<file path="src/sv/assert_macros.svh">
// ----------------------------------------------------------------------------
// assertion macros
// shared concurrent assertion forms, clocked on clk, quiet while rst_n is low
// ----------------------------------------------------------------------------
`ifndef ASSERT_MACROS_SVH
`define ASSERT_MACROS_SVH

// same-cycle implication
`define PPCA_ASSERT_IMPL(lbl, ante, cons) \
  lbl: assert property (@(posedge clk) disable iff (!rst_n) (ante) |-> (cons)) \
    else $error("ppca assertion failed");

// next-cycle implication
`define PPCA_ASSERT_NEXT(lbl, ante, cons) \
  lbl: assert property (@(posedge clk) disable iff (!rst_n) (ante) |=> (cons)) \
    else $error("ppca assertion failed");

`endif

</file>
<file path="src/sv/ppca_pkg.sv">
// ----------------------------------------------------------------------------
// ppca_pkg
// widths, constants, cordic angle table and controller/datapath types
// ----------------------------------------------------------------------------
package ppca_pkg;

  localparam int POS_W        = 32;
  localparam int ANG_W        = 16;
  localparam int COST_W       = 48;
  localparam int QUAT_W       = 16;
  localparam int PROD_W       = 2 * QUAT_W;
  localparam int TERM_W       = PROD_W + 2;
  localparam int ONE_SHIFT    = 2 * (QUAT_W - 2);
  localparam int CORDIC_STEPS = 16;
  localparam int STEP_W       = $clog2(CORDIC_STEPS);
  localparam int CORD_W       = 38;
  localparam int ZACC_W       = 32;
  localparam int GAIN_W       = 32;
  localparam int HI_W         = CORD_W - GAIN_W;
  localparam int DIST_W       = CORD_W + 1;
  localparam int TURN_W       = ANG_W + 19;
  localparam int DIFF_W       = POS_W + 1;

  localparam logic [GAIN_W-1:0] INV_GAIN = 32'd2608131496;

  // atan(2^-i), full turn = 2^32
  function automatic logic [ZACC_W-1:0] atan_lut(input logic [STEP_W-1:0] idx);
    logic [ZACC_W-1:0] v;
    case (idx)
      4'd0:    v = 32'h2000_0000;
      4'd1:    v = 32'h12E4_051E;
      4'd2:    v = 32'h09FB_385B;
      4'd3:    v = 32'h0511_11D4;
      4'd4:    v = 32'h028B_0D43;
      4'd5:    v = 32'h0145_D7E1;
      4'd6:    v = 32'h00A2_F61E;
      4'd7:    v = 32'h0051_7C55;
      4'd8:    v = 32'h0028_BE53;
      4'd9:    v = 32'h0014_5F2F;
      4'd10:   v = 32'h000A_2F98;
      4'd11:   v = 32'h0005_17CC;
      4'd12:   v = 32'h0002_8BE6;
      4'd13:   v = 32'h0001_45F3;
      4'd14:   v = 32'h0000_A2FA;
      4'd15:   v = 32'h0000_517D;
      default: v = '0;
    endcase
    return v;
  endfunction

  typedef enum logic [3:0] {
    ST_IDLE, ST_MUL, ST_SUM, ST_YLOAD, ST_YAW, ST_YTAKE,
    ST_DLOAD, ST_DIST, ST_SCALE, ST_DSUM, ST_ACC, ST_DONE
  } ppca_state_t;

  typedef struct packed {
    logic              ld_in;
    logic              mul;
    logic              sum;
    logic              ld_yaw;
    logic              ld_dist;
    logic              step;
    logic [STEP_W-1:0] step_idx;
    logic              yaw_take;
    logic              scale;
    logic              dsum;
    logic              acc;
    logic              out_load;
  } ppca_cmd_t;

  typedef struct packed {
    logic first;
    logic last;
    logic out_full;
  } ppca_stat_t;

endpackage

</file>
<file path="src/sv/ppca_ctrl.sv">
// ----------------------------------------------------------------------------
// ppca_ctrl
// sequencer for the yaw pass, the distance pass and the accumulate steps
// ----------------------------------------------------------------------------
`include "assert_macros.svh"

module ppca_ctrl import ppca_pkg::*; (
  input  logic       clk,
  input  logic       rst_n,
  input  logic       in_valid,
  output logic       in_stall,
  output ppca_cmd_t  cmd,
  input  ppca_stat_t stat
);

  ppca_state_t       state_r, state_nxt;
  logic [STEP_W-1:0] cnt_r, cnt_nxt;

  always_ff @(posedge clk) begin
    if (!rst_n) begin
      state_r <= ST_IDLE;
      cnt_r   <= '0;
    end else begin
      state_r <= state_nxt;
      cnt_r   <= cnt_nxt;
    end
  end

  always_comb begin
    state_nxt    = state_r;
    cnt_nxt      = cnt_r;
    cmd          = '0;
    cmd.step_idx = cnt_r;
    in_stall     = (state_r != ST_IDLE);
    case (state_r)
      ST_IDLE: begin
        if (in_valid) begin
          cmd.ld_in = 1'b1;
          state_nxt = ST_MUL;
        end
      end
      ST_MUL: begin
        cmd.mul   = 1'b1;
        state_nxt = ST_SUM;
      end
      ST_SUM: begin
        cmd.sum   = 1'b1;
        state_nxt = ST_YLOAD;
      end
      ST_YLOAD: begin
        cmd.ld_yaw = 1'b1;
        state_nxt  = ST_YAW;
      end
      ST_YAW: begin
        cmd.step = 1'b1;
        if (cnt_r == STEP_W'(CORDIC_STEPS - 1)) begin
          cnt_nxt   = '0;
          state_nxt = ST_YTAKE;
        end else begin
          cnt_nxt = cnt_r + 1'b1;
        end
      end
      ST_YTAKE: begin
        cmd.yaw_take = 1'b1;
        state_nxt    = stat.first ? ST_ACC : ST_DLOAD;
      end
      ST_DLOAD: begin
        cmd.ld_dist = 1'b1;
        state_nxt   = ST_DIST;
      end
      ST_DIST: begin
        cmd.step = 1'b1;
        if (cnt_r == STEP_W'(CORDIC_STEPS - 1)) begin
          cnt_nxt   = '0;
          state_nxt = ST_SCALE;
        end else begin
          cnt_nxt = cnt_r + 1'b1;
        end
      end
      ST_SCALE: begin
        cmd.scale = 1'b1;
        state_nxt = ST_DSUM;
      end
      ST_DSUM: begin
        cmd.dsum  = 1'b1;
        state_nxt = ST_ACC;
      end
      ST_ACC: begin
        cmd.acc   = 1'b1;
        state_nxt = ST_DONE;
      end
      ST_DONE: begin
        if (!stat.last) begin
          state_nxt = ST_IDLE;
        end else if (!stat.out_full) begin
          cmd.out_load = 1'b1;
          state_nxt    = ST_IDLE;
        end
      end
      default: begin
        state_nxt = ST_IDLE;
      end
    endcase
  end

  `PPCA_ASSERT_IMPL(a_no_overrun, cmd.out_load, !stat.out_full)
  `PPCA_ASSERT_NEXT(a_accept_starts, in_valid && !in_stall, state_r == ST_MUL)
  `PPCA_ASSERT_IMPL(a_cnt_idle, state_r == ST_IDLE, cnt_r == '0)

endmodule

</file>
<file path="config.mk">
export PLATFORM = sky130hd
export DESIGN_NAME = ppca_ctrl
export DESIGN_NICKNAME = d
export VERILOG_FILES = /design/src/sv/ppca_pkg.sv /design/src/sv/ppca_ctrl.sv
export VERILOG_INCLUDE_DIRS = /design/src /design/src/sv
export SDC_FILE = /design/constraint.sdc
export NUM_CORES = 1
export LEC_CHECK = 0
export BUFFER_PORTS_ARGS = -buffer_cell sky130_fd_sc_hd__buf_4
export CAP_MARGIN = 20
export CORE_AREA = 4 4 41 43
export DETAILED_ROUTE_END_ITERATION = 16
export DIE_AREA = 0 0 45 47
export GPL_TIMING_DRIVEN = 0
export PLACE_DENSITY = 0.72
export SYNTH_ARGS = -nofsm -noshare
export SYNTH_HDL_FRONTEND = slang
export SYNTH_SLANG_ARGS = --single-unit
export TNS_END_PERCENT = 20
</file>
<file path="constraint.sdc">
create_clock -name clk -period 3.4 [get_ports clk]
set_input_delay 0.17 -clock clk [delete_from_list [all_inputs] [get_ports clk]]
set_output_delay 0.17 -clock clk [all_outputs]
set_load 0.05 [all_outputs]
</file>
==> metrics.txt, run 1 <==
clock-pin slew on the worst setup and hold paths approximately 60 ps; Post-Syn Area 591 um^2; Critical Path Sink Type primary output; WHS about 360 ps; NumNets Final 104; clock buffer depth 2; Final Non-Filler Cells 110; number of synthesized flops with an enable pin 0; post-layout util 0.607; RSZ-0062 raised after global routing false; initial antenna violation count 0; grt ovf 0; hold_sp rst_n; commonest non-fill, non-tap cell in the layout buf_4; total track usage 0.140; CORE AREA 1300 um^2; area leader, netlist dfxtp_1; WP data arrival 1530 ps; Initial Util 0.454; Iter 0 DRT Violations 7; VDD IR max roughly 0.33 mV; Max Clk Rate between 500 and 600 MHz; FF+latch count, synth 8; CP startpoint state_r[0]$_SDFFE_PN0P_; total chip power ~550 uW; warnings from Yosys 0; number of max-cap violations 0; Num CTS Buffers 3; Die Y 47 um; number of H-tree levels 1; CTS tree done; Final ANT Viol Nets 0; top_reg_cell synth dfxtp_1; Die X-Extent 45 um; Max Slew Vio Count 0; Worst setup SP type register; share of flip-flops with an asynchronous set or reset 0; status finished clean; DRC viols 0; critical path data required time between 3000 and 4000 ps; Filler cells between 100 and 150; first-pass GRT wire length 2.21 mm; vias in the first global route 540; WS Path Type register to primary output; Rows 13; DRT Pass-1 Iters 3; crit path time final between 1500 and 2000 ps; Leak ~0.00036 uW; post-CTS sizing 0; commonest cells after routing, fill and taps aside 22 x buf_4, 8 x dfxtp_1, 7 x nand2_1; Netlist cell types 33; Routed WL between 1 and 1.5 mm; endpoints failing setup 0; fin crit share 0.499; transition time of the tightest slew-check pin ~400 ps; Post-CTS Hold Buffers 0; clock insertion delay at the later pin of the skew report approximately 260 ps; HP Class input port to register; post-synthesis sequential area ratio 0.271; # Post-CTS Setup Buffers 0; critical path peak fanout 10; DR WL/cell roughly 12 um; Synth area leaders dfxtp_1 27%, buf_6 5.7%, nor3_1 5.1%; DP HPWL roughly 1.0 mm; Buffers on Ports 21; ANT cells 0; layout cells sized above 1 0.379; I/O Pins 22; gpl congestion 0.703; Pwr per Cell Area about 700 nW/um^2; synthesized net count 78; clk sink count 8; Synth Area per Inst 8.32 um^2; Synth top area share 0.271; setup TNS after final layout 0 ps; placed cells 107; via count about 590; Area growth syn-to-layout 33.7%; final setup skew about 2.5 ps; vias per cell approximately 5.3; clock root buffer clkbuf_4; largest net degree at the start of global routing 11; Post-Syn Instances roughly 70; DIE AREA around 2100 um^2; FF-to-FF Start state_r[2]$_SDFFE_PN0P_; Slew headroom 0.733; Final Hold Viols 0
metrics by stage:
stage	cell area (um^2)	setup WS (ps)
floorplan	591	1080
global placement	767	1850
detailed placement	767	1850
CTS	790	1710
global route	790	1620
finish	790	1700
final cells by class:
cell class	instances	area [um^2]	area share
Multi-Input combinational cell	54	365	0.463
Inverter	4	15.0	0.0190
Clock buffer	3	22.5	0.0285
Sequential cell	8	160	0.203
Buffer	5	50.0	0.0634
Tap cell	15	18.8	0.0238
Timing Repair Buffer	21	158	0.200
path summary, 6_finish.rpt:
check / to / cells after the start / slack, ps
hold reg to reg: cnt_r[1]$_SDFFE_PN0P_ / 2 / 560
hold / removal: state_r[2]$_SDFFE_PN0P_ / 3 / 360
setup reg to reg: state_r[0]$_SDFFE_PN0P_ / 5 / 1850
setup / recovery: cmd[14] / 4 / 1700
cells by family (layout without fill, tap and decap cells):
group                    Yosys count  in the layout  synth area share
AO/OA/AOI/OAI                     17             17             0.239
AND/OR/NAND/NOR                   33             33             0.314
flip-flops                         8              8             0.271
buffers and inverters              9             33             0.110
XOR/XNOR                           3              3            0.0445
adder cells (fa/ha/maj)            1              1            0.0212
power by group:
part | internal, uW | switching [uW] | total, uW
clock | 40.5 | 34.1 | 74.6
combinational | 127 | 230 | 357
sequential | 108 | 11.9 | 120
synth_stat cells (2+ instances only):
cell type / n
nor2_1: 4
or2b_1: 2
dfxtp_1: 8
nor2b_1: 2
nand3_1: 2
buf_6: 3
a22o_2: 2
o21ai_0: 3
inv_1: 4
a21boi_0: 2
nor3_1: 6
nand2_1: 7
a21oi_1: 4
xnor2_1: 2
nor3b_1: 2
worst max-delay path: stages, from the launching register on:
cell and delay [ps]:
dfxtp_1 300, buf_6 130, or4_4 530, nor2_1 100, buf_4 200
routing by layer:
layer / vias up / routed length, um / GRT usage
met5: - / 0 / 0
met2: 13 / 647 / 0.234
li1: 306 / - / -
met4: 0 / 25 / 0.0526
met3: 5 / 59 / 0.0230
met1: 262 / 624 / 0.182
sequential cells by signal, indices dropped and copies added, names as in the netlist:
| signal | count |
|---|---|
| cnt_r | 4 |
| state_r | 4 |
No activity file was read; power rests on OpenSTA's default activity.
==> run 2: changes to the inputs <==
Settings changed: ABC_AREA set to 1, PLACE_DENSITY 0.72 to 0.67.
Clock period 3.4 ns to 1.69 ns, I/O delays scaled along.
==> run 2 against run 1 <==
Synthesized cell count increased by 32%. Count of clock-buffer cells in the layout unchanged. Worst setup slack got worse by 1400 ps. Die area unchanged. Clock power increased by 90%. Final area decreased by 7.1%. Critical path depth increased by 2. Clock skew increased by 0.52 ps. Wire length decreased by 4.0%. Utilization decreased by 4.3 points. Highest routed layer unchanged. Global-route usage increased by 1.9 points.
==> metrics.txt, run 2 <==
status finished clean (unchanged); DRT Pass-1 Iters 2 (was 3); CTS tree done (unchanged); vias in the first global route 610 (was 540); Initial Util 0.409 (was 0.454); Num CTS Buffers 3 (unchanged); Crit path depth 6 (was 4); FF-to-FF Start cnt_r[0]$_SDFFE_PN0P_ (was state_r[2]$_SDFFE_PN0P_); DR WL/cell 9.78 um (was 12.3 um); I/O Pins 22 (unchanged); Die X-Extent 45 um (unchanged); Pwr per Cell Area 1450 nW/um^2 (was 699 nW/um^2); critical path data required time 1610 ps (was 3230 ps); Iter 0 DRT Violations 4 (was 7); layout cells sized above 1 0.280 (was 0.379); synthesized net count 101 (was 78); Slew headroom 0.810 (was 0.733); transition time of the tightest slew-check pin 284 ps (was 400 ps); internal power 489 uW (was 276 uW); crit path time final roughly 1400 ps; initial antenna violation count 0 (unchanged); via count 630 (was 586); CP bufs+invs 3 (was 2); Logic pwr share 0.617 (was 0.647); most instantiated cells after synthesis 30 x nand2_1, 16 x nor2_1, 12 x inv_1 (was 8 x dfxtp_1, 7 x nand2_1, 6 x nor3_1); top_reg_cell synth dfxtp_1 (unchanged); ANT cells 0 (unchanged); Final Hold Viols 0 (unchanged); clock root buffer clkbuf_4 (unchanged); Rows 13 (unchanged); warnings from Yosys 0 (unchanged); Synth Area per Inst 5.66 um^2 (was 8.32 um^2); cell family with most CP delay flip-flops (was simple AND/OR/NAND/NOR gates); Buffers on Ports 21 (unchanged); largest registers cnt_r: 4 flops, state_r: 4 flops (unchanged); clock insertion delay at the later pin of the skew report 250 ps (was 260 ps); Routed WL 1.30 mm (was 1.36 mm); # Post-CTS Setup Buffers 0 (unchanged); number of synthesized flops with an enable pin 0 (unchanged); number of max-cap violations 0 (unchanged); Post-CTS Hold Buffers 0 (unchanged); Critical Path Sink cmd[9] (was cmd[14]); CP startpoint state_r[1]$_SDFFE_PN0P_ (was state_r[0]$_SDFFE_PN0P_); NumNets Final 127 (was 104); commonest non-fill, non-tap cell in the layout nand2_1 (was buf_4); Crit path top cell by count nand2_1; net load switching power 571 uW (was 276 uW); FF+latch count, synth 8 (unchanged); worst reg2reg path depth 8 (was 5); Final ANT Viol Nets 0 (unchanged); HP Class input port to register (unchanged); Die Y 47 um (unchanged); setup TNS after final layout 0 ps (unchanged); final setup skew 2.98 ps (was 2.46 ps); Post-Syn Instances 94 (was 71); Placed Area 711 um^2 (was 767 um^2); Worst path slowest cell dfxtp_1 (was or4_4); clock-pin slew on the worst setup and hold paths 50 ps (was 60 ps); largest net degree at the start of global routing 6 (was 11); Max Slew Vio Count 0 (unchanged); fin crit share 0.833; first-pass GRT wire length 2.46 mm (was 2.21 mm); Critical Path Sink Type primary output (unchanged); area leader, netlist dfxtp_1 (unchanged); endpoints failing setup 0 (unchanged); total track usage 0.160 (was 0.140); Clock Power Share 0.134 (was 0.135); Synth top area share 0.301 (was 0.271); count leader, synth nand2_1 (was dfxtp_1); vias per cell 4.74 (was 5.33); WP data arrival 1320 ps (was 1530 ps); post-CTS sizing 0 (unchanged); commonest cells after routing, fill and taps aside 30 x nand2_1, 21 x buf_4, 15 x nor2_1 (was 22 x buf_4, 8 x dfxtp_1, 7 x nand2_1); Reg power frac 0.249 (was 0.218); Post-Syn Area 532 um^2 (was 591 um^2); number of H-tree levels 1 (unchanged); Worst setup SP type register (unchanged); critical path peak fanout 5 (was 10); RSZ-0062 raised after global routing false (unchanged); grt ovf 0 (unchanged); DRC viols 0 (unchanged); Finished Cell Area 733 um^2 (was 790 um^2); Net Sw Frac 0.538 (was 0.499); gpl congestion 0.772 (was 0.703); DP HPWL 1.10 mm (was 1.03 mm); Max Clk Rate between 700 and 800 MHz; Netlist cell types 12 (was 33); Critical R2R Capture state_r[0]$_SDFFE_PN0P_ (unchanged); clock buffer depth 2 (unchanged); Synth area leaders dfxtp_1 30%, nand2_1 21%, nor2_1 11% (was dfxtp_1 27%, buf_6 5.7%, nor3_1 5.1%); Crit path largest cell delay 390 ps (was 530 ps); DIE AREA 2120 um^2 (unchanged); Reg2Reg Setup Slack 400 ps (was 1850 ps); CP cell instances inv_1, nand2_1, nand2_1, nand2_1, inv_2, buf_4 (was buf_6, or4_4, nor2_1, buf_4); clk sink count 8 (unchanged); Area growth syn-to-layout 37.9% (was 33.7%); WS Path Type register to primary output (unchanged); share of flip-flops with an asynchronous set or reset 0 (unchanged); Leak 0.000407 uW (was 0.000356 uW); post-synthesis sequential area ratio 0.301 (was 0.271); VDD IR max 0.736 mV (was 0.327 mV); CORE AREA 1300 um^2 (unchanged)
## run 2: cell types whose count changed in the layout (fill, tap and decap cells not counted), moves of 3 or more
cell,change
buf_6,-3
inv_1,+8
inv_2,+3
nand2_1,+23
nand3_1,+7
nor2_1,+11
nor2_2,+4
nor3_1,-5
## run 2: power groups by stage
| stage | clock network (uW) | logic, uW | registers [uW] |
|---|---|---|---|
| after floorplan | 0 | 460 | 292 |
| after global placement | 0 | 654 | 266 |
| after detailed placement | 0 | 657 | 269 |
| after CTS | 153 | 660 | 265 |
| after global routing | 166 | 717 | 274 |
| final | 142 | 654 | 264 |
## run 2: metal layers
metal,global-route usage,routed length (um),vias to the layer above
met3,0.0307,109,2
met1,0.174,534,266
met2,0.282,643,19
met5,0,0,-
li1,-,-,343
met4,0.105,14,0
## run 2: worst min path at each step
stage / to / slack (ps) / cells after the start / from
floorplan: cnt_r[2]$_SDFFE_PN0P_ / 210 / 2 / rst_n
global placement: cnt_r[2]$_SDFFE_PN0P_ / 340 / 3 / rst_n
detailed placement: cnt_r[2]$_SDFFE_PN0P_ / 340 / 3 / rst_n
CTS: cnt_r[2]$_SDFFE_PN0P_ / 70 / 3 / rst_n
global route: cnt_r[2]$_SDFFE_PN0P_ / 70 / 3 / rst_n
finish: cnt_r[2]$_SDFFE_PN0P_ / 80 / 3 / rst_n
## run 2: cell families after synthesis
logic type / synth area share
AO/OA/AOI/OAI: 0.0847
buffers and inverters: 0.106
flip-flops: 0.301
adder cells (fa/ha/maj): 0.0235
AND/OR/NAND/NOR: 0.485
## run 2: tightest hold or removal path, stage by stage
cell,delay [ps]
buf_4,90
nand2_1,50
nor2_1,70
## run 2: final cells by class
cell class                 instances  area [um^2]
inverter                          15         56.3
fill                             158          568
tap                               15         18.8
sequential                         8          160
timing repair buffer              21          158
multi-input combinational         71          318
clock buffer                       3         22.5
## run 2: metrics by stage
| step | setup slack (ps) | power (uW) | hold slack, ps | util | cells |
|---|---|---|---|---|---|
| after floorplan | 124 | 752 | 205 | - | 94 |
| after global placement | 405 | 920 | 336 | 0.546 | 130 |
| after detailed placement | 403 | 926 | 340 | 0.546 | 130 |
| after CTS | 250 | 1080 | 70.3 | 0.563 | 133 |
| after global routing | 113 | 1160 | 74.6 | 0.563 | 133 |
| final | 282 | 1060 | 78.1 | 0.563 | 133 |
